$ cat src/rtl/i2cmon_pkg.sv
`default_nettype none

package i2cmon_pkg;

  localparam int unsigned CharW    = 8;
  localparam int unsigned QDepth   = 4;
  localparam int unsigned QPtrW    = $clog2(QDepth);
  localparam int unsigned QCntW    = $clog2(QDepth + 1);
  localparam int unsigned AddrW    = 5;
  localparam int unsigned RegIdxW  = 3;

  // register index codes
  localparam logic [RegIdxW-1:0] RegStartSym   = 3'd0;
  localparam logic [RegIdxW-1:0] RegStopSym    = 3'd1;
  localparam logic [RegIdxW-1:0] RegAckSym     = 3'd2;
  localparam logic [RegIdxW-1:0] RegNackSym    = 3'd3;
  localparam logic [RegIdxW-1:0] RegLineEndSym = 3'd4;

  localparam logic [CharW-1:0] StartSymRst   = 8'd83;
  localparam logic [CharW-1:0] StopSymRst    = 8'd80;
  localparam logic [CharW-1:0] AckSymRst     = 8'd65;
  localparam logic [CharW-1:0] NackSymRst    = 8'd78;
  localparam logic [CharW-1:0] LineEndSymRst = 8'd10;

  localparam logic [CharW-1:0] AsciiZero     = 8'd48;
  // distance from '9'+1 to 'A'
  localparam logic [CharW-1:0] HexAlphaGap   = 8'd7;

  typedef struct packed {
    logic [CharW-1:0] start_sym;
    logic [CharW-1:0] stop_sym;
    logic [CharW-1:0] ack_sym;
    logic [CharW-1:0] nack_sym;
    logic [CharW-1:0] line_end_sym;
  } cfg_t;

  // one queue entry: the characters caused by one sample
  typedef struct packed {
    logic [CharW-1:0] char0;
    logic [CharW-1:0] char1;
    logic             two;
  } qent_t;

  typedef struct packed {
    logic [QCntW-1:0] count;
    logic             full;
    logic             empty;
  } qstat_t;

  function automatic logic [CharW-1:0] hex_char(input logic [3:0] nib);
    logic [CharW-1:0] c;
    c = AsciiZero + {4'd0, nib};
    if (nib > 4'd9) begin
      c = c + HexAlphaGap;
    end
    return c;
  endfunction

endpackage

`default_nettype wire

$ cat src/rtl/i2cmon_front.sv
`default_nettype none

module i2cmon_front (
  input  wire logic              clk_i,
  input  wire logic              rst_ni,
  input  wire logic              accept_i,
  input  wire logic              scl_i,
  input  wire logic              sda_i,
  input  wire i2cmon_pkg::cfg_t  cfg_i,
  output logic                   push_o,
  output i2cmon_pkg::qent_t      push_ent_o
);
  import i2cmon_pkg::*;

  logic       prev_scl_q, prev_scl_d;
  logic       prev_sda_q, prev_sda_d;
  logic       in_xfer_q, in_xfer_d;
  logic       exp_ack_q, exp_ack_d;
  logic [3:0] bit_cnt_q, bit_cnt_d;
  logic [7:0] shift_q, shift_d;

  logic       held_high, is_start, is_stop, clk_rise;
  logic [3:0] cnt_inc;
  logic [7:0] shift_nxt;

  assign held_high = prev_scl_q & scl_i;
  assign is_start  = held_high & prev_sda_q & ~sda_i;
  assign is_stop   = held_high & ~prev_sda_q & sda_i;
  assign clk_rise  = ~prev_scl_q & scl_i;
  assign cnt_inc   = bit_cnt_q + 4'd1;
  assign shift_nxt = {shift_q[6:0], sda_i};

  always_comb begin
    prev_scl_d = prev_scl_q;
    prev_sda_d = prev_sda_q;
    in_xfer_d  = in_xfer_q;
    exp_ack_d  = exp_ack_q;
    bit_cnt_d  = bit_cnt_q;
    shift_d    = shift_q;
    push_o     = 1'b0;
    push_ent_o = '0;
    if (accept_i) begin
      prev_scl_d = scl_i;
      prev_sda_d = sda_i;
      if (is_start) begin
        push_o           = 1'b1;
        push_ent_o.char0 = cfg_i.start_sym;
        in_xfer_d        = 1'b1;
        exp_ack_d        = 1'b0;
        bit_cnt_d        = '0;
        shift_d          = '0;
      end else if (is_stop) begin
        push_o           = 1'b1;
        push_ent_o.char0 = cfg_i.stop_sym;
        push_ent_o.char1 = cfg_i.line_end_sym;
        push_ent_o.two   = 1'b1;
        in_xfer_d        = 1'b0;
        exp_ack_d        = 1'b0;
        bit_cnt_d        = '0;
        shift_d          = '0;
      end else if (clk_rise && in_xfer_q) begin
        if (exp_ack_q) begin
          push_o           = 1'b1;
          push_ent_o.char0 = sda_i ? cfg_i.nack_sym : cfg_i.ack_sym;
          exp_ack_d        = 1'b0;
          bit_cnt_d        = '0;
          shift_d          = '0;
        end else begin
          shift_d   = shift_nxt;
          bit_cnt_d = cnt_inc;
          if (cnt_inc >= 4'd8) begin
            push_o           = 1'b1;
            push_ent_o.char0 = hex_char(shift_nxt[7:4]);
            push_ent_o.char1 = hex_char(shift_nxt[3:0]);
            push_ent_o.two   = 1'b1;
            exp_ack_d        = 1'b1;
            bit_cnt_d        = '0;
          end
        end
      end
    end
  end

  always_ff @(posedge clk_i or negedge rst_ni) begin
    if (!rst_ni) begin
      prev_scl_q <= 1'b1;
      prev_sda_q <= 1'b1;
      in_xfer_q  <= 1'b0;
      exp_ack_q  <= 1'b0;
      bit_cnt_q  <= '0;
      shift_q    <= '0;
    end else begin
      prev_scl_q <= prev_scl_d;
      prev_sda_q <= prev_sda_d;
      in_xfer_q  <= in_xfer_d;
      exp_ack_q  <= exp_ack_d;
      bit_cnt_q  <= bit_cnt_d;
      shift_q    <= shift_d;
    end
  end

endmodule

`default_nettype wire

$ cat src/rtl/i2cmon_queue.sv
`default_nettype none

module i2cmon_queue (
  input  wire logic               clk_i,
  input  wire logic               rst_ni,
  input  wire logic               push_i,
  input  wire i2cmon_pkg::qent_t  push_ent_i,
  input  wire logic               pop_i,
  output i2cmon_pkg::qent_t       head_o,
  output i2cmon_pkg::qstat_t      stat_o
);
  import i2cmon_pkg::*;

  qent_t            mem_q [QDepth];
  logic [QPtrW-1:0] wr_ptr_q, wr_ptr_d;
  logic [QPtrW-1:0] rd_ptr_q, rd_ptr_d;
  logic [QCntW-1:0] cnt_q, cnt_d;

  assign head_o       = mem_q[rd_ptr_q];
  assign stat_o.count = cnt_q;
  assign stat_o.full  = (cnt_q == QCntW'(QDepth));
  assign stat_o.empty = (cnt_q == '0);

  always_comb begin
    wr_ptr_d = wr_ptr_q;
    rd_ptr_d = rd_ptr_q;
    cnt_d    = cnt_q;
    if (push_i) begin
      wr_ptr_d = wr_ptr_q + QPtrW'(1);
    end
    if (pop_i) begin
      rd_ptr_d = rd_ptr_q + QPtrW'(1);
    end
    if (push_i && !pop_i) begin
      cnt_d = cnt_q + QCntW'(1);
    end else if (pop_i && !push_i) begin
      cnt_d = cnt_q - QCntW'(1);
    end
  end

  always_ff @(posedge clk_i) begin
    if (push_i) begin
      mem_q[wr_ptr_q] <= push_ent_i;
    end
  end

  always_ff @(posedge clk_i or negedge rst_ni) begin
    if (!rst_ni) begin
      wr_ptr_q <= '0;
      rd_ptr_q <= '0;
      cnt_q    <= '0;
    end else begin
      wr_ptr_q <= wr_ptr_d;
      rd_ptr_q <= rd_ptr_d;
      cnt_q    <= cnt_d;
    end
  end

endmodule

`default_nettype wire

$ cat src/rtl/i2cmon_back.sv
`default_nettype none

module i2cmon_back (
  input  wire logic                        clk_i,
  input  wire logic                        rst_ni,
  input  wire logic                        q_empty_i,
  input  wire i2cmon_pkg::qent_t           head_i,
  output logic                             pop_o,
  output logic                             m_axis_tvalid,
  input  wire logic                        m_axis_tready,
  output logic [i2cmon_pkg::CharW-1:0]     m_axis_tdata, // [7:0] trace_char
  output logic                             m_axis_tlast
);
  import i2cmon_pkg::*;

  logic  have_q, have_d;
  logic  phase_q, phase_d;
  qent_t ent_q, ent_d;
  logic  xfer, done;

  assign m_axis_tvalid = have_q;
  assign m_axis_tdata  = phase_q ? ent_q.char1 : ent_q.char0;
  assign m_axis_tlast  = phase_q | ~ent_q.two;

  assign xfer  = have_q & m_axis_tready;
  assign done  = xfer & m_axis_tlast;
  assign pop_o = ~q_empty_i & (~have_q | done);

  always_comb begin
    have_d  = have_q;
    phase_d = phase_q;
    ent_d   = ent_q;
    if (pop_o) begin
      // load the next entry straight behind the one just finished
      have_d  = 1'b1;
      phase_d = 1'b0;
      ent_d   = head_i;
    end else if (done) begin
      have_d  = 1'b0;
      phase_d = 1'b0;
    end else if (xfer) begin
      phase_d = 1'b1;
    end
  end

  always_ff @(posedge clk_i) begin
    ent_q <= ent_d;
  end

  always_ff @(posedge clk_i or negedge rst_ni) begin
    if (!rst_ni) begin
      have_q  <= 1'b0;
      phase_q <= 1'b0;
    end else begin
      have_q  <= have_d;
      phase_q <= phase_d;
    end
  end

endmodule

`default_nettype wire

$ cat src/rtl/i2c_bus_monitor_ascii_trace_top.sv
// A sample's characters pass from the classifier through the queue and the
//   serialiser's register; a second character follows once the first is taken.
// Throughput: one sample per cycle unless the queue is full; characters leave at
//   one per cycle while ready; a 4-entry queue absorbs two-character bursts.
// Reset (rst_ni, asynchronous, active low): bus levels taken as high, idle, queue
//   empty, symbol registers at their default codes.
`default_nettype none

module i2c_bus_monitor_ascii_trace_top (
  input  wire logic                           clk_i,
  input  wire logic                           rst_ni,
  input  wire logic                           s_axis_tvalid,
  output logic                                s_axis_tready,
  input  wire logic [7:0]                     s_axis_tdata, // [0] scl, [1] sda
  output logic                                m_axis_tvalid,
  input  wire logic                           m_axis_tready,
  output logic [i2cmon_pkg::CharW-1:0]        m_axis_tdata, // [7:0] trace_char
  output logic                                m_axis_tlast,
  input  wire logic                           psel,
  input  wire logic                           penable,
  input  wire logic                           pwrite,
  input  wire logic [i2cmon_pkg::AddrW-1:0]   paddr,
  input  wire logic [31:0]                    pwdata,
  output logic [31:0]                         prdata,
  output logic                                pready
);
  import i2cmon_pkg::*;

  cfg_t             cfg_q;
  logic             cfg_wr;
  logic [RegIdxW-1:0] reg_idx;
  logic             accept;
  logic             push, pop;
  qent_t            push_ent, head;
  qstat_t           qstat;

  assign pready  = 1'b1;
  assign cfg_wr  = psel & penable & pwrite & pready;
  assign reg_idx = paddr[AddrW-1:2];

  always_comb begin
    case (reg_idx)
      RegStartSym:   prdata = {24'd0, cfg_q.start_sym};
      RegStopSym:    prdata = {24'd0, cfg_q.stop_sym};
      RegAckSym:     prdata = {24'd0, cfg_q.ack_sym};
      RegNackSym:    prdata = {24'd0, cfg_q.nack_sym};
      RegLineEndSym: prdata = {24'd0, cfg_q.line_end_sym};
      default:       prdata = '0;
    endcase
  end

  always_ff @(posedge clk_i or negedge rst_ni) begin
    if (!rst_ni) begin
      cfg_q.start_sym    <= StartSymRst;
      cfg_q.stop_sym     <= StopSymRst;
      cfg_q.ack_sym      <= AckSymRst;
      cfg_q.nack_sym     <= NackSymRst;
      cfg_q.line_end_sym <= LineEndSymRst;
    end else if (cfg_wr) begin
      case (reg_idx)
        RegStartSym:   cfg_q.start_sym    <= pwdata[CharW-1:0];
        RegStopSym:    cfg_q.stop_sym     <= pwdata[CharW-1:0];
        RegAckSym:     cfg_q.ack_sym      <= pwdata[CharW-1:0];
        RegNackSym:    cfg_q.nack_sym     <= pwdata[CharW-1:0];
        RegLineEndSym: cfg_q.line_end_sym <= pwdata[CharW-1:0];
        default: ;
      endcase
    end
  end

  assign s_axis_tready = ~qstat.full;
  assign accept        = s_axis_tvalid & s_axis_tready;

  i2cmon_front u_front (
    .clk_i      (clk_i),
    .rst_ni     (rst_ni),
    .accept_i   (accept),
    .scl_i      (s_axis_tdata[0]),
    .sda_i      (s_axis_tdata[1]),
    .cfg_i      (cfg_q),
    .push_o     (push),
    .push_ent_o (push_ent)
  );

  i2cmon_queue u_queue (
    .clk_i      (clk_i),
    .rst_ni     (rst_ni),
    .push_i     (push),
    .push_ent_i (push_ent),
    .pop_i      (pop),
    .head_o     (head),
    .stat_o     (qstat)
  );

  i2cmon_back u_back (
    .clk_i         (clk_i),
    .rst_ni        (rst_ni),
    .q_empty_i     (qstat.empty),
    .head_i        (head),
    .pop_o         (pop),
    .m_axis_tvalid (m_axis_tvalid),
    .m_axis_tready (m_axis_tready),
    .m_axis_tdata  (m_axis_tdata),
    .m_axis_tlast  (m_axis_tlast)
  );

  a_q_bound: assert property (@(posedge clk_i) disable iff (!rst_ni)
    qstat.count <= QCntW'(QDepth))
    else $error("queue count beyond depth");

  a_push_room: assert property (@(posedge clk_i) disable iff (!rst_ni)
    push |-> !qstat.full)
    else $error("push into a full queue");

  a_pair_follows: assert property (@(posedge clk_i) disable iff (!rst_ni)
    (m_axis_tvalid && m_axis_tready && !m_axis_tlast) |=> m_axis_tvalid)
    else $error("second character of a pair missing");

endmodule

`default_nettype wire

$ cat config.mk
export PLATFORM = sky130hd
export DESIGN_NAME = i2c_bus_monitor_ascii_trace_top
export DESIGN_NICKNAME = d
export VERILOG_FILES = /design/src/rtl/i2cmon_pkg.sv /design/src/rtl/i2cmon_front.sv /design/src/rtl/i2cmon_queue.sv /design/src/rtl/i2cmon_back.sv /design/src/rtl/i2c_bus_monitor_ascii_trace_top.sv
export SDC_FILE = /design/constraint.sdc
export NUM_CORES = 1
export LEC_CHECK = 0
export BUFFER_PORTS_ARGS = -buffer_cell sky130_fd_sc_hd__buf_4
export CORE_UTILIZATION = 54
export CTS_BUF_LIST = sky130_fd_sc_hd__clkbuf_4 sky130_fd_sc_hd__clkbuf_8
export CTS_CLUSTER_DIAMETER = 100
export DETAILED_ROUTE_END_ITERATION = 16
export GPL_TIMING_DRIVEN = 0
export PLACE_DENSITY_LB_ADDON = 0.1
export SETUP_SLACK_MARGIN = 0.3
export SLEW_MARGIN = 20
export SYNTH_ARGS = -nofsm -noshare
export SYNTH_HDL_FRONTEND = slang
export SYNTH_SLANG_ARGS = --single-unit
$ cat constraint.sdc
create_clock -name clk_i -period 2.4 [get_ports clk_i]
set_input_delay 0.36 -clock clk_i [delete_from_list [all_inputs] [get_ports clk_i]]
set_output_delay 0.36 -clock clk_i [all_outputs]
set_load 0.1 [all_outputs]
==> results.md <==
* Synth Area in XOR/XNOR at 0.00957
* CTS root buffer: clkbuf_8
* Switching power at 3840 µW
* Ys flop type: edfxtp_1
* Cell taking the most area after synthesis: edfxtp_1
* Clock skew at 0.00662 ns
* Int Pwr at 5980 µW
* Antenna diode count at 0
* Largest net degree at the start of global routing at 65
* Final Routed Wirelength at 16.1 mm
* Row Count at 41
* Hold Vio Cnt, Final at 0
* CP Max Fanout at 5
* Finished Layout Cells at 814
* Synth unique cells at 66
* Crit path launch type: flip-flop
* Total CTS buffers at 17
* Hold buffers post-CTS at 0
* Nets at 692
* Ordered cell list for the critical path: or3b_4 -> buf_12 -> nand2_8 -> buf_12 -> a21oi_4 -> ha_4 -> inv_2 -> fa_2 -> mux2_4
* TritonRoute pass-1 iters at 4
* Vias/cell at 5.81
* Crit path kind: flip-flop to flip-flop
* Vias in the first global route at 4896
* Crit share post-route at 0.901
* Routed Antenna Nets at 0
* Most numerous cell in the Yosys netlist: edfxtp_1
* Seq/Total Area, Yosys at 0.580
* Power share of the clock group at 0.225
* Post-synthesis cell area at slightly above 0.007 mm²
* Delay-heaviest family, CP: adder cells
* Post-route DRC at 0
* Area delta synth->final at 23.9%
* Setup violators final at 0
* Initial antenna violation count at 0
* Synth top area share at 0.355
* Final worst setup slack at 0.239 ns
* Final core utilization at 0.695
* Flop pwr share at 0.364
* Post-synth ARST share at 0.430
* TNS Setup at 0 ns
* Buffers added on ports at 36
* Max Slew Vio Count at 0
* Depth of the CTS H-tree at 4
* Crit-path slowest cell: fa_2
* Avg Cell Area, Syn at 13.6 µm²
* All-Layer GR Usage at 0.248
* Met2 Wirelength at 8.19 mm
* Crit path arrival time at 2.50 ns
* Most common library cells after synthesis: 85 x edfxtp_1, 51 x mux2_2, 48 x dfrtp_1, 30 x a21oi_1, 29 x nand2_1
* Area contributors post-synth: edfxtp_1 35%, dfrtp_1 17%, mux2_2 8.0%
* I/O pin total at 96
* Power Density at 1100 mW/mm²
* Worst Hold Class: primary input to async pin
* Met3 wire len at slightly below 700 µm
* Post-Synth Simple-Gate Area at 0.0762
* Vias at 4730
* Die height at 117 µm
* Starting Density at 0.561
* Logic pwr share at 0.412
* Worst EP required at 2.74 ns
* Wl on met1 at 6.86 mm
* Relative slew slack at 0.394
* Clk Latency, worst-skew pair at 0.45 ns
* Hpwl dp at 10.6 mm
* Post-Synth Adder-Cell Area at 0.0202
* Largest stage delay, worst path at 0.43 ns
* First-pass GRT wire length at 25.9 mm
* Syn Inst Count at 528
* Ys Warns at 0
* Top sig layer: met4
* Clock slew at reported path FFs at about 0.080 ns
* Status: completed
* Largest family of logic cells by synthesized area: multiplexers
* Remaining global-route overflow at 0
* Worst path buffer plus inverter count at 3
* Wire per inst at 19.7 µm
* Leakage at between 0.003 and 0.004 µW
* Routability congestion estimate at a little under 0.9
* Switching portion of total power at 0.391
* Dpl cells at 759
* Post-synthesis compound-gate area fraction at 0.0880
* Slew at the pin closest to its max-slew limit at 0.906 ns
* Die X at 117 µm
* Max_cap viols at 0
* EDFF count, synth at 85
* Final min period at between 2 and 2.5 ns
* RSZ-0062 raised after global routing: yes
* FF+latch count, synth at 149
* Fraction of layout instances using a drive strength above 1 at 0.447
* CP dominant cell by count: buf_12
* VDD IR-drop max at 0.000541 V
* Filler Cell Count at 927
* Core area at 0.0128 mm²
* Endpoint class of the critical path: flip-flop
* Clock sink total at 149
* Max Clk Rate at 463 MHz
* Worst slack at placement at -0.401 ns
* Mux share of post-synthesis cell area at 0.169
* Detailed Route Iter0 Violations at 419
* Die area at 0.0138 mm²
* CTS tree: done
* CTS max path bufs at 2
registers in the layout, indices dropped and copies added, names as in the netlist:
name                  cells
u_queue.mem_q            68
cfg_q                    40
u_back.ent_q             17
u_front.shift_q           7
u_front.bit_cnt_q         4
u_queue.cnt_q             3
u_queue.rd_ptr_q          2
u_queue.wr_ptr_q          2
u_back.m_axis_tvalid      1
u_back.phase_q            1
u_front.exp_ack_q         1
u_front.in_xfer_q         1
u_front.prev_scl_q        1
u_front.prev_sda_q        1
power by group through the flow:
| stage | registers [µW] | logic (µW) | clock network, µW |
|---|---|---|---|
| final | 3570 | 4040 | 2200 |
| after global routing | 3620 | 4280 | 2330 |
| after CTS | 3550 | 3920 | 2230 |
| after detailed placement | 3620 | 3650 | 0 |
| after global placement | 3590 | 3590 | 0 |
| after floorplan | 3540 | 2970 | 0 |
cell usage in the layout (no fill, tap or decap), drive strengths merged, types with 3 or more instances in the layout:
master and n:
nor3 4, o21ai 24, mux4 18, conb 25
or4 3, o22ai 8, nand2 29, nor2b 4
ha 10, inv 18, dfrtp 48, xor2 3
and2 4, xnor2 4, nor2 19, edfxtp 85
clkbuf 33, a32oi 3, o211ai 4, nand3 8
a21oi 30, nand4 9, a211oi 4, buf 103
nand2b 3, mux2i 22, bufinv 4, mux2 52
dfstp 16
what timing repair did:
| item | CTS | global route |
|---|---|---|
| buffers inserted | 20 | 2 |
| pin swaps | 6 | 10 |
| gates resized for setup | 31 | 34 |
| gates cloned | 1 | 0 |
| endpoints found under the setup margin | 129 | 74 |
through the flow:
stage | hold WS [ns] | power [µW] | cell area [µm²]
finish | 0.00326 | 9810 | 8920
global route | 0.0656 | 10200 | 8920
CTS | 0.0190 | 9690 | 8780
detailed placement | 0.483 | 7280 | 7980
global placement | 0.465 | 7180 | 7980
floorplan | 0.0644 | 6520 | 7500
kinds of logic (layout without fill, tap and decap cells):
| group | Yosys count | after routing |
|---|---|---|
| flops | 149 | 149 |
| simple gates | 100 | 100 |
| fa+ha+maj | 11 | 11 |
| mux | 92 | 92 |
| compound gates | 97 | 97 |
| other cells | 2 | 25 |
| xor+xnor | 7 | 7 |
| buf+inv | 70 | 161 |
final cells by class:
| type | instances | area (µm²) | share of cell area |
|---|---|---|---|
| timing repair buffer | 59 | 514 | 0.0577 |
| clock inverter | 12 | 193 | 0.0216 |
| clock buffer | 20 | 263 | 0.0295 |
| sequential | 149 | 4180 | 0.469 |
| buffer | 57 | 434 | 0.0487 |
| inverter | 13 | 48.8 | 0.00547 |
| tap | 172 | 215 | 0.0241 |
| multi-input combinational | 332 | 3070 | 0.344 |
worst paths after layout:
path	start	end	slack [ns]	cells past startpoint
min	rst_ni	u_front.bit_cnt_q[0]$_DFFE_PN0P_	0.003	1
max in group asynchronous	rst_ni	u_back.m_axis_tvalid$_DFFE_PN0N_	1.76	1
min in group clk_i	pwdata[7]	cfg_q[23]$_DFFE_PN0P_	0.18	2
min reg2reg	cfg_q[13]$_DFFE_PN0P_	cfg_q[13]$_DFFE_PN0P_	0.54	1
max	u_queue.cnt_q[1]$_DFFE_PN0P_	u_queue.cnt_q[1]$_DFFE_PN0P_	0.24	9
max reg2reg	u_queue.cnt_q[1]$_DFFE_PN0P_	u_queue.cnt_q[1]$_DFFE_PN0P_	0.24	9
metal layers:
| metal | GRT usage | vias to the layer above |
|---|---|---|
| met1 | 0.316 | 2412 |
| li1 | - | 2147 |
| met2 | 0.418 | 142 |
| met3 | 0.0438 | 29 |
| met5 | 0 | - |
| met4 | 0.106 | 0 |
Power figures use the tool's default switching activity.
